[src/hdl/go_back_n_sender_window_macros.svh]
// Assertion macros shared by the sender window RTL.
// No dependencies; included by the modules that carry assertions.
`ifndef GO_BACK_N_SENDER_WINDOW_MACROS_SVH
`define GO_BACK_N_SENDER_WINDOW_MACROS_SVH

// Same-cycle implication, disabled during reset.
`define GBSW_ASSERT_IMP(lbl, clk, rst, ante, cons) \
   lbl: assert property (@(posedge clk) disable iff (rst) (ante) |-> (cons)) \
      else $error("gbsw check failed");

// Next-cycle implication, disabled during reset.
`define GBSW_ASSERT_NXT(lbl, clk, rst, ante, cons) \
   lbl: assert property (@(posedge clk) disable iff (rst) (ante) |=> (cons)) \
      else $error("gbsw check failed");

`endif

[src/hdl/gbsw_pkg.sv]
// Shared types and constants for the Go-Back-N sender window.
// No dependencies; used by every module of the block.
package gbsw_pkg;

   localparam int SEQ_W   = 32;
   localparam int CNT_W   = 6;   // burst length, holds up to 63
   localparam int QDEPTH  = 4;
   localparam int QPTR_W  = 2;
   localparam int CSR_IDX_W = 3;

   localparam logic [5:0]  RST_WINDOW   = 6'd4;
   localparam logic [23:0] RST_TIMEOUT  = 24'd100000;
   localparam logic        RST_ADAPTIVE = 1'b0;
   localparam logic [7:0]  RST_MAX_TO   = 8'd10;
   localparam logic [31:0] RST_TOTAL    = 32'd1;

   localparam logic [CSR_IDX_W-1:0] CSR_WINDOW   = 3'd0;
   localparam logic [CSR_IDX_W-1:0] CSR_TIMEOUT  = 3'd1;
   localparam logic [CSR_IDX_W-1:0] CSR_ADAPTIVE = 3'd2;
   localparam logic [CSR_IDX_W-1:0] CSR_MAX_TO   = 3'd3;
   localparam logic [CSR_IDX_W-1:0] CSR_TOTAL    = 3'd4;

   localparam logic [1:0] STATUS_RUN   = 2'd0;
   localparam logic [1:0] STATUS_DONE  = 2'd1;
   localparam logic [1:0] STATUS_ABORT = 2'd2;

   typedef enum logic [1:0] {
      KIND_TICK  = 2'd0,
      KIND_ACK   = 2'd1,
      KIND_START = 2'd2,
      KIND_NONE  = 2'd3
   } kind_type;

   typedef enum logic [3:0] {
      PH_IDLE  = 4'b0001,
      PH_RUN   = 4'b0010,
      PH_DONE  = 4'b0100,
      PH_ABORT = 4'b1000
   } phase_type;

   typedef struct packed {
      logic [5:0]  window_size;
      logic [23:0] timeout_ticks;
      logic        adaptive_enable;
      logic [7:0]  max_timeouts;
      logic [31:0] total_segments;
   } cfg_type;

   // One entry per accepted item: an optional new segment, then an
   // optional retransmit burst; neither means a status-only beat.
   typedef struct packed {
      logic             new_valid;
      logic [SEQ_W-1:0] new_seq;
      logic [SEQ_W-1:0] burst_seq;
      logic [CNT_W-1:0] burst_cnt;
      logic [1:0]       status;
   } job_type;

endpackage

[src/hdl/gbsw_front.sv]
// Front end: takes one item a cycle, updates window/timer/RTT state and
// builds the job for the back end. Depends on gbsw_pkg.
module gbsw_front #(
   parameter int MAX_WINDOW = 32,
   parameter int TIME_WIDTH = 32
) (
   input  logic                    clock,
   input  logic                    reset,
   input  gbsw_pkg::cfg_type       cfg,
   input  logic                    item_valid,
   input  logic [1:0]              item_kind,
   input  logic [31:0]             item_ack_seq,
   input  logic                    item_ack_last,
   output gbsw_pkg::job_type       job
);
   import gbsw_pkg::*;

   localparam int RW = (TIME_WIDTH > 35) ? TIME_WIDTH : 35;
   localparam logic [TIME_WIDTH-1:0] TMAX = {TIME_WIDTH{1'b1}};
   localparam logic [RW-1:0] TMAX_RW = RW'(TMAX);
   localparam logic [5:0] MAXW6 = 6'(MAX_WINDOW);

   logic [31:0] base_ff, base_in, next_ff, next_in, tbase_ff, tbase_in;
   logic [31:0] sseq_ff, sseq_in, est_ff, est_in, dev_ff, dev_in, scount_ff, scount_in;
   logic [TIME_WIDTH-1:0] timer_ff, timer_in;
   logic        run_ff, run_in, srst_ff, srst_in;
   logic [7:0]  tcount_ff, tcount_in;
   phase_type   phase_ff, phase_in;

   logic [5:0]  win6;
   logic [31:0] win32;
   logic [RW-1:0] rto;

   always_comb begin
      win6 = cfg.window_size;
      if (win6 == 6'd0) win6 = 6'd1;
      if (win6 > MAXW6) win6 = MAXW6;
      win32 = 32'(win6);
   end

   // est + 4*dev in adaptive mode, else the configured timeout; saturated to the timer range, floor of one tick
   always_comb begin
      if (cfg.adaptive_enable) rto = RW'(est_ff) + (RW'(dev_ff) << 2);
      else rto = RW'(cfg.timeout_ticks);
      if (rto > TMAX_RW) rto = TMAX_RW;
      if (rto == '0) rto = RW'(1);
   end

   always_comb begin
      logic [31:0] d, outst, cnt32, err;
      logic [33:0] dev_sum;
      logic [34:0] est_sum;
      logic        resend;
      d = '0; outst = '0; cnt32 = '0; err = '0; dev_sum = '0; est_sum = '0;
      resend = 1'b1;
      base_in = base_ff; next_in = next_ff; tbase_in = tbase_ff; sseq_in = sseq_ff;
      est_in = est_ff; dev_in = dev_ff; scount_in = scount_ff; timer_in = timer_ff;
      run_in = run_ff; srst_in = srst_ff; tcount_in = tcount_ff; phase_in = phase_ff;
      job = '0;
      if (item_valid) begin
         unique case (kind_type'(item_kind))
            KIND_START: begin
               base_in = 32'd1; next_in = 32'd1; timer_in = '0; run_in = 1'b0;
               tcount_in = 8'd0; tbase_in = 32'd1; est_in = 32'(cfg.timeout_ticks);
               dev_in = '0; scount_in = '0; sseq_in = 32'd1; srst_in = 1'b1;
               phase_in = PH_RUN;
            end
            KIND_TICK: if (phase_ff == PH_RUN) begin
               if (run_in && timer_in != TMAX) timer_in = timer_in + 1'b1;
               if (cfg.adaptive_enable && !srst_in && scount_in != '1)
                  scount_in = scount_in + 32'd1;
               if ((next_in - base_in) < win32 &&
                   (next_in - 32'd1) < cfg.total_segments) begin
                  job.new_valid = 1'b1;
                  job.new_seq = next_in;
                  if (cfg.adaptive_enable && srst_in) begin
                     sseq_in = next_in; scount_in = '0; srst_in = 1'b0;
                  end
                  if (base_in == next_in) begin
                     timer_in = '0; run_in = 1'b1;
                  end
                  next_in = next_in + 32'd1;
               end
               if (run_in && RW'(timer_in) >= rto) begin
                  if (base_in == tbase_in) begin
                     if (tcount_in >= cfg.max_timeouts) resend = 1'b0;
                     if (tcount_in != 8'hFF) tcount_in = tcount_in + 8'd1;
                  end else begin
                     tcount_in = 8'd1; tbase_in = base_in;
                  end
                  if (!resend) begin
                     phase_in = PH_ABORT; run_in = 1'b0; timer_in = '0;
                  end else begin
                     cnt32 = next_in - base_in;
                     if (cnt32 > win32) cnt32 = win32;
                     timer_in = '0; run_in = 1'b1;
                     if (cnt32 != 32'd0) begin
                        job.burst_seq = base_in;
                        job.burst_cnt = CNT_W'(cnt32);
                        if (cfg.adaptive_enable && srst_in) begin
                           sseq_in = base_in; scount_in = '0; srst_in = 1'b0;
                        end
                     end
                     next_in = base_in + cnt32;
                  end
               end
            end
            KIND_ACK: if (phase_ff == PH_RUN) begin
               if (item_ack_last) begin
                  phase_in = PH_DONE; run_in = 1'b0; timer_in = '0;
               end else begin
                  d = item_ack_seq - base_ff;
                  outst = next_ff - base_ff;
                  if (d < outst) begin
                     if (cfg.adaptive_enable && !srst_ff && (sseq_ff - base_ff) <= d) begin
                        err = (scount_ff >= est_ff) ? scount_ff - est_ff : est_ff - scount_ff;
                        dev_sum = 34'(dev_ff) + {1'b0, dev_ff, 1'b0} + 34'(err);
                        dev_in = dev_sum[33:2];
                        est_sum = {est_ff, 3'b000} - 35'(est_ff) + 35'(scount_ff);
                        est_in = est_sum[34:3];
                        sseq_in = item_ack_seq; srst_in = 1'b1;
                     end
                     base_in = item_ack_seq + 32'd1;
                     timer_in = '0;
                     run_in = (base_in != next_ff);
                  end
               end
            end
            default: ;
         endcase
      end
      unique case (phase_in)
         PH_DONE:  job.status = STATUS_DONE;
         PH_ABORT: job.status = STATUS_ABORT;
         default:  job.status = STATUS_RUN;
      endcase
   end

   always_ff @(posedge clock) begin
      if (reset) begin
         base_ff <= 32'd1; next_ff <= 32'd1; tbase_ff <= 32'd1; sseq_ff <= 32'd1;
         est_ff <= 32'(RST_TIMEOUT); dev_ff <= '0; scount_ff <= '0; timer_ff <= '0;
         run_ff <= 1'b0; srst_ff <= 1'b1; tcount_ff <= 8'd0; phase_ff <= PH_IDLE;
      end else begin
         base_ff <= base_in; next_ff <= next_in; tbase_ff <= tbase_in; sseq_ff <= sseq_in;
         est_ff <= est_in; dev_ff <= dev_in; scount_ff <= scount_in; timer_ff <= timer_in;
         run_ff <= run_in; srst_ff <= srst_in; tcount_ff <= tcount_in; phase_ff <= phase_in;
      end
   end

endmodule

[src/hdl/gbsw_queue.sv]
// Short job queue between front and back end.
// Depends on gbsw_pkg.
module gbsw_queue (
   input  logic              clock,
   input  logic              reset,
   input  logic              push,
   input  gbsw_pkg::job_type push_job,
   output logic              full,
   input  logic              pop,
   output gbsw_pkg::job_type head,
   output logic              empty
);
   import gbsw_pkg::*;

   job_type             slot_ff [QDEPTH];
   logic [QPTR_W-1:0]   wr_ff, wr_in, rd_ff, rd_in;
   logic [QPTR_W:0]     cnt_ff, cnt_in;
   logic                do_push, do_pop;

   assign full  = (cnt_ff == (QPTR_W+1)'(QDEPTH));
   assign empty = (cnt_ff == '0);
   assign head  = slot_ff[rd_ff];
   assign do_push = push && !full;
   assign do_pop  = pop && !empty;

   always_comb begin
      wr_in  = do_push ? wr_ff + 1'b1 : wr_ff;
      rd_in  = do_pop ? rd_ff + 1'b1 : rd_ff;
      cnt_in = cnt_ff + (QPTR_W+1)'(do_push) - (QPTR_W+1)'(do_pop);
   end

   always_ff @(posedge clock) begin
      if (reset) begin
         wr_ff <= '0; rd_ff <= '0; cnt_ff <= '0;
      end else begin
         wr_ff <= wr_in; rd_ff <= rd_in; cnt_ff <= cnt_in;
      end
   end

   always_ff @(posedge clock) begin
      if (do_push) slot_ff[wr_ff] <= push_job;
   end

endmodule

[src/hdl/gbsw_back.sv]
// Back end: expands queued jobs into result beats, one per cycle while the result register is free or
// being popped, into the result register. Depends on gbsw_pkg and the assertion macros.
`include "go_back_n_sender_window_macros.svh"
module gbsw_back (
   input  logic              clock,
   input  logic              reset,
   input  logic [31:0]       total_segments,
   input  gbsw_pkg::job_type head,
   input  logic              q_empty,
   output logic              q_pop,
   output logic              rsp_empty,
   input  logic              rsp_pop,
   output logic              rsp_has_segment,
   output logic [31:0]       rsp_seq_out,
   output logic              rsp_segment_is_last,
   output logic              rsp_is_retransmit,
   output logic [1:0]        rsp_status,
   output logic              rsp_end_of_run
);
   import gbsw_pkg::*;

   logic             first_done_ff, first_done_in;
   logic [CNT_W-1:0] sent_ff, sent_in;
   logic             valid_ff, valid_in;
   logic             has_ff, retx_ff, last_seg_ff, eor_ff;
   logic [31:0]      seq_ff;
   logic [1:0]       status_ff;

   logic             emit, beat_has, beat_retx, beat_last, beat_new;
   logic [31:0]      beat_seq;

   assign emit = !q_empty && (!valid_ff || rsp_pop);

   always_comb begin
      beat_new = 1'b0; beat_has = 1'b0; beat_retx = 1'b0; beat_seq = '0; beat_last = 1'b1;
      if (head.new_valid && !first_done_ff) begin
         beat_new = 1'b1; beat_has = 1'b1; beat_seq = head.new_seq;
         beat_last = (head.burst_cnt == '0);
      end else if (head.burst_cnt != '0) begin
         beat_has = 1'b1; beat_retx = 1'b1;
         beat_seq = head.burst_seq + 32'(sent_ff);
         beat_last = (sent_ff == head.burst_cnt - 1'b1);
      end
   end

   assign q_pop = emit && beat_last;

   always_comb begin
      first_done_in = first_done_ff;
      sent_in = sent_ff;
      if (emit) begin
         if (beat_last) begin
            first_done_in = 1'b0; sent_in = '0;
         end else if (beat_new) first_done_in = 1'b1;
         else sent_in = sent_ff + 1'b1;
      end
      valid_in = emit ? 1'b1 : (rsp_pop ? 1'b0 : valid_ff);
   end

   always_ff @(posedge clock) begin
      if (reset) begin
         first_done_ff <= 1'b0; sent_ff <= '0; valid_ff <= 1'b0;
      end else begin
         first_done_ff <= first_done_in; sent_ff <= sent_in; valid_ff <= valid_in;
      end
   end

   always_ff @(posedge clock) begin
      if (emit) begin
         has_ff      <= beat_has;
         seq_ff      <= beat_seq;
         last_seg_ff <= beat_has && (beat_seq == total_segments);
         retx_ff     <= beat_retx;
         status_ff   <= head.status;
         eor_ff      <= beat_last;
      end
   end

   assign rsp_empty           = !valid_ff;
   assign rsp_has_segment     = has_ff;
   assign rsp_seq_out         = seq_ff;
   assign rsp_segment_is_last = last_seg_ff;
   assign rsp_is_retransmit   = retx_ff;
   assign rsp_status          = status_ff;
   assign rsp_end_of_run      = eor_ff;

   `GBSW_ASSERT_IMP(a_retx_in_burst, clock, reset, emit && beat_retx, sent_ff < head.burst_cnt)
   `GBSW_ASSERT_IMP(a_status_only_ends, clock, reset, emit && !beat_has, beat_last)
   `GBSW_ASSERT_NXT(a_progress_clear, clock, reset, emit && beat_last, sent_ff == '0 && !first_done_ff)

endmodule

[src/hdl/go_back_n_sender_window.sv]
// Go-Back-N sender window: accepts one tick/ack/start beat per cycle while the job queue has room.
// A result beat passes from its input beat through a job queue slot and then the result register onto rsp_*.
// Throughput: one input beat per cycle; results drain one beat per cycle while rsp_pop keeps pace, so a timeout
// burst of up to window+1 beats holds the back end while the 4-entry job queue takes further jobs.
// Reset (synchronous, active high): config registers return to defaults, phase idle, queue empty.
// Depends on gbsw_pkg, gbsw_front, gbsw_queue, gbsw_back.
module go_back_n_sender_window #(
   parameter int MAX_WINDOW = 32,
   parameter int TIME_WIDTH = 32
) (
   input  logic        clock,
   input  logic        reset,
   // input channel
   input  logic        req_push,
   output logic        req_full,
   input  logic [1:0]  req_kind,
   input  logic [31:0] req_ack_seq,
   input  logic        req_ack_last,
   // result channel
   output logic        rsp_empty,
   input  logic        rsp_pop,
   output logic        rsp_has_segment,
   output logic [31:0] rsp_seq_out,
   output logic        rsp_segment_is_last,
   output logic        rsp_is_retransmit,
   output logic [1:0]  rsp_status,
   output logic        rsp_end_of_run,
   // configuration
   input  logic        csr_write,
   input  logic [gbsw_pkg::CSR_IDX_W-1:0] csr_index,
   input  logic [31:0] csr_wdata
);
   import gbsw_pkg::*;

   cfg_type cfg_ff, cfg_in;
   job_type fe_job, q_head;
   logic    accept, q_empty, q_pop;

   // Configuration registers; to be written only while the block is quiet (the block does not enforce this).
   always_comb begin
      cfg_in = cfg_ff;
      if (csr_write) begin
         unique case (csr_index)
            CSR_WINDOW:   cfg_in.window_size     = csr_wdata[5:0];
            CSR_TIMEOUT:  cfg_in.timeout_ticks   = csr_wdata[23:0];
            CSR_ADAPTIVE: cfg_in.adaptive_enable = csr_wdata[0];
            CSR_MAX_TO:   cfg_in.max_timeouts    = csr_wdata[7:0];
            CSR_TOTAL:    cfg_in.total_segments  = csr_wdata;
            default: ;
         endcase
      end
   end

   always_ff @(posedge clock) begin
      if (reset) begin
         cfg_ff.window_size     <= RST_WINDOW;
         cfg_ff.timeout_ticks   <= RST_TIMEOUT;
         cfg_ff.adaptive_enable <= RST_ADAPTIVE;
         cfg_ff.max_timeouts    <= RST_MAX_TO;
         cfg_ff.total_segments  <= RST_TOTAL;
      end else begin
         cfg_ff <= cfg_in;
      end
   end

   // Every accepted beat yields exactly one job, so acceptance is gated by queue room.
   assign accept = req_push && !req_full;

   gbsw_front #(
      .MAX_WINDOW (MAX_WINDOW),
      .TIME_WIDTH (TIME_WIDTH)
   ) u_front (
      .clock         (clock),
      .reset         (reset),
      .cfg           (cfg_ff),
      .item_valid    (accept),
      .item_kind     (req_kind),
      .item_ack_seq  (req_ack_seq),
      .item_ack_last (req_ack_last),
      .job           (fe_job)
   );

   gbsw_queue u_queue (
      .clock    (clock),
      .reset    (reset),
      .push     (accept),
      .push_job (fe_job),
      .full     (req_full),
      .pop      (q_pop),
      .head     (q_head),
      .empty    (q_empty)
   );

   // Back end expands each job into its new segment, retransmits or status beat.
   gbsw_back u_back (
      .clock               (clock),
      .reset               (reset),
      .total_segments      (cfg_ff.total_segments),
      .head                (q_head),
      .q_empty             (q_empty),
      .q_pop               (q_pop),
      .rsp_empty           (rsp_empty),
      .rsp_pop             (rsp_pop),
      .rsp_has_segment     (rsp_has_segment),
      .rsp_seq_out         (rsp_seq_out),
      .rsp_segment_is_last (rsp_segment_is_last),
      .rsp_is_retransmit   (rsp_is_retransmit),
      .rsp_status          (rsp_status),
      .rsp_end_of_run      (rsp_end_of_run)
   );

endmodule
[config.mk]
export PLATFORM = sky130hd
export DESIGN_NAME = go_back_n_sender_window
export DESIGN_NICKNAME = d
export VERILOG_FILES = /design/src/hdl/gbsw_pkg.sv /design/src/hdl/gbsw_front.sv /design/src/hdl/gbsw_queue.sv /design/src/hdl/gbsw_back.sv /design/src/hdl/go_back_n_sender_window.sv
export VERILOG_INCLUDE_DIRS = /design/src /design/src/hdl
export SDC_FILE = /design/constraint.sdc
export NUM_CORES = 2
export LEC_CHECK = 0
export BUFFER_PORTS_ARGS = -buffer_cell sky130_fd_sc_hd__buf_2
export CAP_MARGIN = 40
export CORE_MARGIN = 8
export CORE_UTILIZATION = 57
export DETAILED_ROUTE_END_ITERATION = 8
export PLACE_DENSITY = 0.86
export SLEW_MARGIN = 20
export SYNTH_ARGS = -nofsm -noshare
export SYNTH_HDL_FRONTEND = slang
export SYNTH_SLANG_ARGS = --single-unit
[constraint.sdc]
create_clock -name clock -period 17.8 [get_ports clock]
set_clock_uncertainty 0.15 [all_clocks]
set_input_delay 0.89 -clock clock [delete_from_list [all_inputs] [get_ports clock]]
set_output_delay 0.89 -clock clock [all_outputs]
set_load 0.02 [all_outputs]
==> reports/results.tsv <==
metric	value	unit
share of layout cells above drive strength 1	8.933	%
number of fill cells	7478	
IO Port Bufs	114	
Iter 0 DRT Violations	6705	
Netlist cell types	111	
synth warn	0	
routed wire length	174700	um
Initial Util	57.20	%
Fin. Hold Viols	0	
Arrival @ worst endpoint	16.40	ns
cell repeated most along the worst path	nor4_1	
Min-Delay Path Class	register to register	
synthesized area	0.05314	mm2
Max Buffers Root-to-Sink	3	
Placer Congestion	1.031	
total grt overflow	0	
leading area contributor after synthesis	edfxtp_1	
fin. max-slew vios	0	
CTS buffer count	73	
Nets	6680	
initial antenna violation count	4	
Avg Inst Size Synth	8.837	um2
EDFF count, synth	330	
post-synthesis async set-or-reset flop share	0	%
CP max-delay cell	a311oi_1	
Post-CTS Setup Bufs	0	
post-detailed-route wirelength per cell	23.71	um
Leakage	23.76	nW
Critical path buffers and inverters	2	
routed vias	47930	
CTS clock-pin slew for the worst setup and hold paths	0.06	ns
Hold WS	0.3119	ns
critical path type	register to register	
status	finished, final reports clean	
vias in the first global route	45270	
global-route wire length before repair	266100	um
synthesis-to-layout area growth	8.652	%
clock sink count	688	
Top Ports	115	
Core Box Area	0.09291	mm2
post-route ant nets	0	
Hold Buf Count CTS	0	
Synth area leaders	edfxtp_1, dfxtp_1, ha_1	
Worst IR Drop VDD	0.07397	mV
R2R depth	52	
Synth Flop Type	dfxtp_1	
CTS tree	built	
commonest non-fill, non-tap cells in the layout	nand2_1, ha_1, a21oi_1, inv_1, nor2_1	
register area share after synthesis	32.13	%
Post-Syn Instances	6014	
highest net fanout along the worst path	14	
Slew HR	31.35	%
startpoint types	register	
critical path depth	52	
Final Critical Period	15.98	ns
DIE WIDTH	321.3	um
max frequency	62.59	MHz
Multi-input gate area	0.03347	mm2
endpoints failing setup	0	
die area	0.1033	mm2
unrepaired setup endpoints after global routing	false	
root buf cell	clkbuf_16	
maximum number of pins on one net before global-route repair	173	
Final Cycle Share	89.76	%
die height	321.3	um
commonest non-fill, non-tap cell in the layout	nand2_1	
flops & latches, synth	688	
FF+latch area	0.01709	mm2
CP delay by family, top	simple AND/OR/NAND/NOR gates	
Cell Pwr Density	86.49	mW/mm2
Worst-Margin Slew	1.030	ns
DRC viols	0	
clk_lat worst skew	0.65	ns
row count	112	
crit-path max cell delay	0.70	ns
H-Tree Depth	3	
first drt pass iteration count	8	
GRT Util Overall	32.65	%
DR vias/cell	6.505	
post-DP HPWL	131700	um
CP Data Required Time	18.22	ns
WHS Path Cells	2	
post-synth top area share	18.65	%
Fin Setup TNS	0	ns
max_cap viols	0	
Resized cells post-CTS	0	
Worst Setup End Kind	register	
## registers in the layout (all words and copies together), names as in the netlist, 3 cells and up, named ones only
name / flops
u_queue.slot_ff: 292
u_front.scount_ff: 32
u_front.base_ff: 32
u_front.est_ff: 32
u_front.dev_ff: 32
u_back.sent_ff: 6
u_back.rsp_seq_out: 32
u_front.tcount_ff: 8
cfg_ff: 71
u_front.timer_ff: 32
u_queue.cnt_ff: 3
u_front.next_ff: 32
u_front.tbase_ff: 32
u_front.phase_ff: 4
u_front.sseq_ff: 32
## worst min-delay path, cell delays in order, from the launching register on
cell	delay (ns)
dfxtp_1	0.31
nand2_1	0.05
a21oi_1	0.06
## power by group
part           switching, mW  total, mW  internal (mW)
logic                  0.932       1.51          0.578
registers             0.0635       1.87           1.81
clock network          0.690       1.61          0.921
total                   1.69       4.99           3.31
## layer usage
layer,track usage (%),up-vias,part of all wire [%]
met2,48.71,3067,42
li1,-,21660,-
met3,7.257,501,12
met1,45.05,22700,40
met4,15.07,2,5.3
met5,0,-,0.0040
## cell type report
type / instances / area share, %
multi-input combinational: 4630 / 57.96
sequential: 688 / 29.59
clock buffer: 96 / 3.471
inverter: 449 / 2.919
tap: 1254 / 2.717
timing repair buffer: 211 / 2.494
clock inverter: 38 / 0.8429
antenna: 2 / 0.008668
## stage by stage
step | std cells | worst slack (ns) | power, mW | util [%] | instance area (um2)
CTS | 7356 | 2.135 | 4.959 | 62.03 | 57630
finish | 7368 | 1.822 | 4.994 | 62.15 | 57740
global placement | 7209 | 2.010 | 3.305 | 59.15 | 54950
global route | 7366 | 0.9118 | 5.191 | 62.14 | 57740
detailed placement | 7222 | 2.228 | 3.358 | 59.35 | 55140
floorplan | 6038 | 5.345 | 2.938 | - | 53230
## path summary, 6_finish.rpt
kind                         end          startpoint  slack, ns
max          u_front.next_ff[31]  u_front.next_ff[2]       1.82
min                   cfg_ff[37]          cfg_ff[37]       0.31
max reg2reg  u_front.next_ff[31]  u_front.next_ff[2]       1.82
min reg2reg           cfg_ff[37]          cfg_ff[37]       0.31
## cell usage after synthesis (all sizes together) (68+ instances only)
cell and n:
fa 72, dfxtp 358, clkbuf 222, nand2 558
a21oi 468, nand2b 81, inv 447, nand3 205
nor2 429, mux4 72, nand4 103, a21o 149
a22oi 68, edfxtp 330, nor3 183, o21ai 288
xnor2 277, xor2 220, ha 480
## logic make-up (layout without fill, tap and decap cells)
| family | after synthesis | after routing | share of synthesized area [%] |
|---|---|---|---|
| xor+xnor | 497 | 497 | 8.191 |
| mux | 148 | 148 | 4.513 |
| flops | 688 | 688 | 32.13 |
| fa+ha+maj | 552 | 552 | 14.01 |
| other cells | 1 | 27 | 0.007056 |
| simple gates | 1933 | 1933 | 17.52 |
| buf+inv | 720 | 794 | 5.335 |
| compound gates | 1475 | 1475 | 18.28 |
Power figures use the tool's default switching activity.
